File: src/hdl/pct_pkg.sv
// Shared types and constants for the prescaled compare timer.
`timescale 1ns / 1ps

package pct_pkg;

    localparam int unsigned DataW = 16;
    localparam int unsigned AddrW = 16;
    localparam int unsigned PscW  = 8;

    typedef enum logic [1:0] {
        FUNC_TICK  = 2'd0,
        FUNC_READ  = 2'd1,
        FUNC_WRITE = 2'd2,
        FUNC_NONE  = 2'd3
    } t_func;

    localparam logic [AddrW-1:0] OFF_COUNT   = 16'd0;
    localparam logic [AddrW-1:0] OFF_CTRL    = 16'd1;
    localparam logic [AddrW-1:0] OFF_STATUS  = 16'd2;
    localparam logic [AddrW-1:0] OFF_COMPARE = 16'd3;

    localparam int unsigned CTRL_EN  = 0;
    localparam int unsigned CTRL_PSL = 1;
    localparam int unsigned CTRL_PSH = 2;
    localparam int unsigned CTRL_AR  = 3;
    localparam int unsigned CTRL_OIE = 4;
    localparam int unsigned CTRL_CIE = 5;

    localparam int unsigned STAT_OVF = 0;
    localparam int unsigned STAT_CMF = 1;

    localparam logic [DataW-1:0] UNMAPPED = 16'hFFFF;
    localparam logic [DataW-1:0] CNT_MAX  = 16'hFFFF;

    typedef enum logic [1:0] {
        PSC_DIV1   = 2'd0,
        PSC_DIV4   = 2'd1,
        PSC_DIV16  = 2'd2,
        PSC_DIV256 = 2'd3
    } t_psc_sel;

    typedef struct packed {
        t_func             func;
        logic [AddrW-1:0]  address;
        logic [DataW-1:0]  write_data;
    } t_req;

    typedef struct packed {
        logic [DataW-1:0] read_data;
        logic             irq;
    } t_rsp;

endpackage

File: src/hdl/prescaled_compare_timer.sv
// Top level of the prescaled compare timer: handshake and result register.
`timescale 1ns / 1ps

// A 16-bit up-counting timer with COUNT, CTRL, STATUS and COMPARE at
// base_address + 0..3. Each transfer is a tick, a bus read, a bus write or a
// no-op and yields one result. One transfer is taken every cycle that the output
// register is free or being taken; its result appears in the output register on
// the next cycle. The input stalls only while that register holds a result that
// has not been taken. Timer state is updated at the edge that accepts the
// transfer, so back-to-back operations see each other's effects in order.
module prescaled_compare_timer (
    input  logic        i_clk,
    input  logic        i_rst_n,
    input  logic        i_in_valid,
    output logic        o_in_ready,
    input  logic [1:0]  i_func,
    input  logic [15:0] i_address,
    input  logic [15:0] i_write_data,
    output logic        o_out_valid,
    input  logic        i_out_ready,
    output logic [15:0] o_read_data,
    output logic        o_irq,
    input  logic        i_cfg_we,
    input  logic [15:0] i_cfg_wdata
);

    pct_pkg::t_req req;
    pct_pkg::t_rsp rsp;
    logic          accept;
    logic          r_out_valid;
    pct_pkg::t_rsp r_rsp;

    assign o_in_ready = !r_out_valid || i_out_ready;
    assign accept     = i_in_valid && o_in_ready;

    assign req.func       = pct_pkg::t_func'(i_func);
    assign req.address    = i_address;
    assign req.write_data = i_write_data;

    pct_core u_core (
        .i_clk       (i_clk),
        .i_rst_n     (i_rst_n),
        .i_en        (accept),
        .i_req       (req),
        .i_cfg_we    (i_cfg_we),
        .i_cfg_wdata (i_cfg_wdata),
        .o_rsp       (rsp)
    );

    always_ff @(posedge i_clk) begin
        if (!i_rst_n) begin
            r_out_valid <= 1'b0;
        end else if (accept) begin
            r_out_valid <= 1'b1;
        end else if (i_out_ready) begin
            r_out_valid <= 1'b0;
        end
    end

    always_ff @(posedge i_clk) begin
        if (accept) begin
            r_rsp <= rsp;
        end
    end

    assign o_out_valid = r_out_valid;
    assign o_read_data = r_rsp.read_data;
    assign o_irq       = r_rsp.irq;

endmodule

File: src/hdl/pct_core.sv
// Timer register file, prescaler and counter, one operation per enabled cycle.
`timescale 1ns / 1ps

module pct_core (
    input  logic                     i_clk,
    input  logic                     i_rst_n,
    input  logic                     i_en,
    input  pct_pkg::t_req            i_req,
    input  logic                     i_cfg_we,
    input  logic [pct_pkg::AddrW-1:0] i_cfg_wdata,
    output pct_pkg::t_rsp            o_rsp
);

    logic [pct_pkg::AddrW-1:0] r_base;
    logic [pct_pkg::DataW-1:0] r_cnt,    n_cnt;
    logic [pct_pkg::DataW-1:0] r_ctrl,   n_ctrl;
    logic [1:0]                r_stat,   n_stat;
    logic [pct_pkg::DataW-1:0] r_cmp,    n_cmp;
    logic [pct_pkg::DataW-1:0] r_reload, n_reload;
    logic [pct_pkg::PscW-1:0]  r_psc,    n_psc;
    logic                      r_irq,    n_irq;

    logic [pct_pkg::AddrW-1:0] off;
    logic [pct_pkg::PscW:0]    psc_sum;
    logic [pct_pkg::PscW:0]    psc_top;
    logic [pct_pkg::DataW-1:0] cnt_inc;
    logic [pct_pkg::DataW-1:0] rd;

    assign off     = i_req.address - r_base;
    assign psc_sum = {1'b0, r_psc} + {{pct_pkg::PscW{1'b0}}, 1'b1};
    assign cnt_inc = r_cnt + {{(pct_pkg::DataW-1){1'b0}}, 1'b1};

    always_comb begin
        unique case (pct_pkg::t_psc_sel'(r_ctrl[pct_pkg::CTRL_PSH:pct_pkg::CTRL_PSL]))
            pct_pkg::PSC_DIV1:   psc_top = 9'd1;
            pct_pkg::PSC_DIV4:   psc_top = 9'd4;
            pct_pkg::PSC_DIV16:  psc_top = 9'd16;
            pct_pkg::PSC_DIV256: psc_top = 9'd256;
            default:             psc_top = 9'd256;
        endcase
    end

    always_comb begin
        n_cnt    = r_cnt;
        n_ctrl   = r_ctrl;
        n_stat   = r_stat;
        n_cmp    = r_cmp;
        n_reload = r_reload;
        n_psc    = r_psc;
        n_irq    = r_irq;
        rd       = '0;
        unique case (i_req.func)
            pct_pkg::FUNC_TICK: begin
                n_irq = (r_stat[pct_pkg::STAT_OVF] & r_ctrl[pct_pkg::CTRL_OIE])
                      | (r_stat[pct_pkg::STAT_CMF] & r_ctrl[pct_pkg::CTRL_CIE]);
                if (r_ctrl[pct_pkg::CTRL_EN]) begin
                    if (psc_sum >= psc_top) begin
                        n_psc = '0;
                        if (cnt_inc == r_cmp) begin
                            n_stat[pct_pkg::STAT_CMF] = 1'b1;
                        end
                        if (r_cnt == pct_pkg::CNT_MAX) begin
                            n_stat[pct_pkg::STAT_OVF] = 1'b1;
                            if (r_ctrl[pct_pkg::CTRL_AR]) begin
                                n_cnt = r_reload;
                            end else begin
                                n_ctrl[pct_pkg::CTRL_EN] = 1'b0;
                            end
                        end else begin
                            n_cnt = cnt_inc;
                        end
                    end else begin
                        n_psc = psc_sum[pct_pkg::PscW-1:0];
                    end
                end
            end
            pct_pkg::FUNC_READ: begin
                priority if (off == pct_pkg::OFF_COUNT) begin
                    rd = r_cnt;
                end else if (off == pct_pkg::OFF_CTRL) begin
                    rd = r_ctrl;
                end else if (off == pct_pkg::OFF_STATUS) begin
                    rd = {{(pct_pkg::DataW-2){1'b0}}, r_stat};
                end else if (off == pct_pkg::OFF_COMPARE) begin
                    rd = r_cmp;
                end else begin
                    rd = pct_pkg::UNMAPPED;
                end
            end
            pct_pkg::FUNC_WRITE: begin
                priority if (off == pct_pkg::OFF_COUNT) begin
                    n_cnt    = i_req.write_data;
                    n_reload = i_req.write_data;
                end else if (off == pct_pkg::OFF_CTRL) begin
                    n_ctrl = i_req.write_data;
                end else if (off == pct_pkg::OFF_STATUS) begin
                    n_stat = r_stat & ~i_req.write_data[1:0];
                end else if (off == pct_pkg::OFF_COMPARE) begin
                    n_cmp = i_req.write_data;
                end
            end
            pct_pkg::FUNC_NONE: begin
            end
            default: begin
            end
        endcase
    end

    always_ff @(posedge i_clk) begin
        if (!i_rst_n) begin
            r_base   <= '0;
            r_cnt    <= '0;
            r_ctrl   <= '0;
            r_stat   <= '0;
            r_cmp    <= '0;
            r_reload <= '0;
            r_psc    <= '0;
            r_irq    <= 1'b0;
        end else begin
            if (i_cfg_we) begin
                r_base <= i_cfg_wdata;
            end
            if (i_en) begin
                r_cnt    <= n_cnt;
                r_ctrl   <= n_ctrl;
                r_stat   <= n_stat;
                r_cmp    <= n_cmp;
                r_reload <= n_reload;
                r_psc    <= n_psc;
                r_irq    <= n_irq;
            end
        end
    end

    assign o_rsp.read_data = rd;
    assign o_rsp.irq       = n_irq;

endmodule

File: config.mk
export PLATFORM = sky130hd
export DESIGN_NAME = prescaled_compare_timer
export DESIGN_NICKNAME = d
export VERILOG_FILES = /design/src/hdl/pct_pkg.sv /design/src/hdl/prescaled_compare_timer.sv /design/src/hdl/pct_core.sv
export SDC_FILE = /design/constraint.sdc
export NUM_CORES = 1
export LEC_CHECK = 0
export BUFFER_PORTS_ARGS = -buffer_cell sky130_fd_sc_hd__buf_2
export CAP_MARGIN = 10
export CORE_MARGIN = 5
export CORE_UTILIZATION = 60
export DETAILED_ROUTE_END_ITERATION = 12
export PLACE_DENSITY = 0.81
export SYNTH_ARGS = -nofsm -noshare
export SYNTH_HDL_FRONTEND = slang
export SYNTH_SLANG_ARGS = --single-unit
File: constraint.sdc
create_clock -name i_clk -period 3.59 [get_ports i_clk]
set_input_delay 0.1795 -clock i_clk [delete_from_list [all_inputs] [get_ports i_clk]]
set_output_delay 0.1795 -clock i_clk [all_outputs]
set_load 0.01 [all_outputs]
; Word level (Yosys, flattened, before mapping)
; Index checks and enable logic that the tools add are counted.
[totals]
elab_cells = 91
regBits = 109
n_memories = 0
mem_bits_ro = 0
latchBits = 0
input_bits = 55
ram_bits = 0
out_inout_bits = 19
[op_classes]
n_mul = 0
add_sub_neg = 3
n_shift = 0
mux = 30
bitwise = 8
reduce_logical = 16
n_div = 0
order_cmp = 1
eq_ne = 20
[op_table]
columns = op, n
row1 = $mux 16, 9
row2 = $pmux 9 s4, 1
row3 = $eq 16x2->1 const B, 2
row4 = $pmux 16 s2, 1
row5 = $add 16x1->16 const B, 1
row6 = $eq 16x1->1 const B, 1
row7 = $eq 16x16->1, 1
row8 = $eq 16x16->1 const B, 1
row9 = $logic_not 16->1, 1
row10 = $reduce_and 8->1, 2
row11 = $sub 16x16->16, 1
row12 = $ne 2x1->1 const B, 7
row13 = $reduce_and 6->1, 2
row14 = $mux 1, 11
row15 = $mux 2, 5
row16 = $add 8x1->9 const B, 1
row17 = $ge 9x9->1, 1
row18 = $mux 8, 1
row19 = $reduce_and 4->1, 2
row20 = $eq 2x2->1 const B, 3
row21 = $reduce_and 3->1, 2
row22 = $eq 2x1->1 const B, 2
row23 = $logic_not 2->1, 2
row24 = $ne 2x2->1 const B, 2
row25 = other kinds (12), 16

; Longest topological paths before layout
[logic_depth]
ltp_word = 6
depth_mapped = 14
ltp_nobuf = 12

; By module
; From an unflattened synthesis, not the netlist that was laid out.
[unflattened]
cells_unflattened = 829
hier_area_um2 = 6732.7
[modules_own_cells]
columns = module, n_inst, cells_per_inst, area_each_um2, seq_area_each_um2
row1 = pct_core, 1, 807, 6164.7, 1821.7
row2 = prescaled_compare_timer, 1, 22, 568.0, 530.5

; Least setup slack after synthesis
; Ideal clock, no wire load.
[synth_path]
kind = reg2reg
startpoint = reg u_core.r_base[1] in the netlist's numbering
endpoint = reg u_core.r_ctrl[0] in the netlist's numbering
synth_period_minus_slack_ns = 3.215
required_ns = 3.470
stages_incl_launch_ff = 12
path_slack_ns = 0.375
arrival_time_ns = 3.095
n_path_buf = 0
setup_time_ns = 0.120
path_cell_list = dfxtp_1 > inv_1 > ha_1 > nor2b_2 > o2111a_1 > a2111o_1 > a21oi_2 > nor2_1 > or4b_1 > or4b_4 > o21a_1 > o31a_1
[synth_between]
elab_chain_len = 4
elab_cells_between_ends = 6
classes_between = 1 x add/sub / 3 x eq/ne / 2 x reduce/logical
[synth_rtl]
columns = element, line_no
row1 = start: declaration, pct_core.sv:14  ; logic [pct_pkg::AddrW-1:0] r_base;
row2 = start signal: assignment, pct_core.sv:121  ; r_base <= i_cfg_wdata;
row3 = $sub 16x16->16 (*), pct_core.sv:29  ; assign off = i_req.address - r_base;
row4 = $eq 16x1->1 / $logic_not 16->1 (equally long branches), "pct_core.sv:94, pct_core.sv:91"
row5 = $ne 2x1->1 (no line) / $ne 2x2->1 (equally long branches), -
row6 = $reduce_and 4->1 (no line) (*), -
row7 = end signal: assignment, pct_core.sv:125  ; r_ctrl <= n_ctrl;
row8 = end: declaration, pct_core.sv:16  ; logic [pct_pkg::DataW-1:0] r_ctrl, n_ctrl;
; Every way passes the cells marked *; elsewhere a longest branch is shown, timed or not.
; A chain may end at the register's enable or synchronous reset.

; Worst setup path in the final report
[layout_path]
startpoint = reg u_core.r_base[6] in the netlist's numbering
endpoint = reg u_core.r_ctrl[0] in the netlist's numbering
; The elaborated chain is that of the path after synthesis.

==> flow_metrics.py <==
metrics = {
    "final_layout": {
        "layout.cells.non_filler": 1018,
        "final_layout_size_suffix_gt1_share_pct": 16.2,
        "multi_input_area_mm2": 0.00428,
        "design_area_mm2": 0.00772,
        "nFillCells": 970,
        "final_common_cell": "nand2_1",
        "regArea_mm2": 0.00235,
        "layout_common_cells": "126 x nand2_1, 92 x dfxtp_1, 78 x mux2i_1",
        "area_growth_pct": 10.9,
        "fin_util_pct": 67.6,
        "diodes": 0,
        "nNetsFinal": 948,
    },
    "sta": {
        "hold_violations": 0,
        "finalWorstSetupSlack_ps": 143,
        "post-route-period-util_pct": 96.0,
        "tns_ps": 0,
        "setup_violations": 0,
        "fmax_mhz": 290,
        "relSlewSlack_pct": 42.5,
        "finClkSkew_ps": 6.24,
        "slew_viol_final": 0,
        "rsz0062_at_grt": "false",
        "tightest_slew_ps": 863,
        "fin_crit_ps": 3450,
    },
    "die": {
        "fp.coreArea_mm2": 0.0114,
        "die_area_mm2": 0.0139,
        "io_pins": 74,
        "die_w_um": 118,
        "row_count": 39,
        "die_y_um": 118,
        "initial_utilization_pct": 61.0,
    },
    "clocking": {
        "cts_tree": "yes",
        "htreeDepth": 3,
        "clock_sinks": 109,
        "cts_hold_buf": 0,
        "cts_made_buffers": 9,
        "cts_buffer_depth": 2,
        "cts_root_buf": "clkbuf_16",
        "clk_pin_slew_ps": 70,
        "clk_latency_ps": 360,
    },
    "hold_path": {
        "hold_path_class": "input port to flip-flop",
    },
    "logic_synthesis": {
        "async_flop_share_pct": 0,
        "synthFlopType": "dfxtp_1",
        "syn-cell-area_mm2": 0.00696,
        "muxShareOfSynthArea_pct": 12.0,
        "synthesis.nets": 900,
        "yosysTopAreaCellShare_pct": 26.4,
        "netlist_instances": 822,
        "yosys_warnings": 0,
        "synth_edf_count": 17,
        "synth.distinct_cells": 81,
        "synthAdderAreaFrac_pct": 4.24,
        "synth_compound_area_share_pct": 17.3,
        "synth_top_family_by_area": "simple AND/OR/NAND/NOR gates",
        "synth_top_area_cell": "dfxtp_1",
        "syn_avg_cell_area_um2": 8.47,
        "yosys.area_share.simple_pct": 23.0,
        "synth_seq_cells": 109,
        "seq_area_frac_synth_pct": 33.8,
        "synth_xor_area_share_pct": 4.65,
        "synth_area_leaders": "dfxtp_1 26%, mux2i_1 11%, edfxtp_1 7.3%",
    },
    "global_route": {
        "grt-ovfl-total": 0,
        "grt_pass1_wl_um": 29200,
        "grt_start_max_net_pins": 91,
        "antenna_found_initial": 1,
        "grt.busiest_layer": "met2",
        "track_usage_pct": 25.1,
        "use_met3_pct": 6.49,
        "met1_usage_pct": 32.9,
        "grt_pass1_vias": 6035,
        "use_met2_pct": 41.7,
    },
    "critical_path": {
        "cp_num_buf_inv": 1,
        "worstPathArrival_ps": 3710,
        "cp_max_fo": 9,
        "criticalPathCategory": "flip-flop to flip-flop",
        "cp-start-kind": "flip-flop",
        "path_cells": "inv_1 > ha_1 > a21oi_4 > nand2_2 > a2111o_1 > a21oi_2 > nor2_1 > or4b_1 > or4b_4 > o21a_1 > o31a_1",
        "crit_slowest_cell": "or4b_4",
        "end_kind": "flip-flop",
        "cp.required_ps": 3850,
        "crit_family": "compound AO/OA/AOI/OAI gates",
        "crit_path_max_incr_delay_ps": 580,
    },
    "placement": {
        "pre_cts_slack_ps": 110,
        "dp_hpwl_um": 12900,
        "io_buffers": 73,
        "dp_cells": 1000,
        "routabilityCongestion": 0.928,
        "postPlaceCellArea_mm2": 0.00740,
    },
    "route": {
        "drc_errors": 0,
        "ant_nets": 0,
        "routed_wirelength_um": 17800,
        "viasPerCell": 6.11,
        "wire_per_inst_um": 17.5,
        "drtPass1Iterations": 5,
        "vias": 6219,
        "drt_iter0_drc": 505,
    },
    "outcome": {
        "status": "complete, no violations",
    },
    "power_and_ir_drop": {
        "peakVddDrop_uv": 330,
        "power_density_mw_per_mm2": 362,
        "leakagePower_nw": 2.97,
    },
    "run": {
        "drv_cap": 0,
    },
}
## layer usage
layer / routed length, um / vias up / share of wire (%)
li1: - / 3019 / -
met1: 7670 / 2928 / 43
met2: 8550 / 248 / 48
met3: 1360 / 22 / 7.6
met4: 246 / 2 / 1.4
met5: 7 / - / 0.039
## power breakdown
| group | total (mW) | internal, mW | switching (mW) |
|---|---|---|---|
| clock network | 1.02 | 0.545 | 0.474 |
| logic | 0.490 | 0.190 | 0.300 |
| registers | 1.28 | 1.27 | 0.0149 |
## sequential cells by signal, summed over array words and instances (netlist names), 2 cells and up
register	flops
o_read_data	16
u_core.r_base	16
u_core.r_cmp	16
u_core.r_cnt	16
u_core.r_ctrl	16
u_core.r_psc	8
u_core.r_reload	16
u_core.r_stat	2
## Yosys cell counts (all sizes together) (5+ instances only)
cell and count:
mux2i 78, o2111ai 5, o211ai 15, nor4 5, nor2b 25, nand3 30
clkbuf 39, a21boi 7, xor2 11, inv 27, nand2b 6, and3 7
o21a 5, nor2 49, nand2 129, a21oi 65, buf 12, and2 6
nor3 18, nand4 8, edfxtp 17, o21ai 43, a21o 6, and4 9
xnor2 26, ha 22, dfxtp 92
## final cells by class
cell class,instances,area share [%]
Clock buffer,11,3.01
Clock inverter,5,0.762
Inverter,28,1.36
Multi-Input combinational cell,634,55.4
Sequential cell,109,30.5
Tap cell,143,2.32
Timing Repair Buffer,88,6.71
## worst reg2reg max path: stages, from the launching register on
cell      delay [ps]
dfxtp_1          330
inv_1             40
ha_1             420
a21oi_4          220
nand2_2           70
a2111o_1         460
a21oi_2          180
nor2_1            50
or4b_1           510
or4b_4           580
o21a_1           200
o31a_1           260
## per-stage QoR
step,hold slack [ps],power (mW)
after CTS,73.8,2.78
after global routing,86.1,2.89
final,72.1,2.79
after floorplan,318,1.67
after global placement,437,1.77
after detailed placement,448,1.79
## cells by family (layout without fill, tap and decap cells)
family                   Yosys count  in the layout
multiplexers                      81             81
XOR/XNOR                          37             37
AO/OA/AOI/OAI                    179            179
adder cells (fa/ha/maj)           23             23
flip-flops                       109            109
buffers and inverters             79            132
AND/OR/NAND/NOR                  314            314
## repair_timing
item	CTS	global route
endpoints found under the setup margin	0	4
gates resized for setup	0	3
buffers inserted	0	2
## path summary, 6_finish.rpt
kind,to,slack (ps),start,cells after the start
worst max-delay path,u_core.r_ctrl[0]$_SDFFE_PN0P_,140,u_core.r_base[6]$_SDFFE_PN0P_,11
worst min-delay path,o_out_valid$_SDFFE_PN0P_,70,i_in_valid,3
worst max register to register,u_core.r_ctrl[0]$_SDFFE_PN0P_,140,u_core.r_base[6]$_SDFFE_PN0P_,11
worst min register to register,u_core.r_reload[8]$_SDFFE_PN0P_,460,u_core.r_reload[8]$_SDFFE_PN0P_,2
No activity file was read; power rests on OpenSTA's default activity.
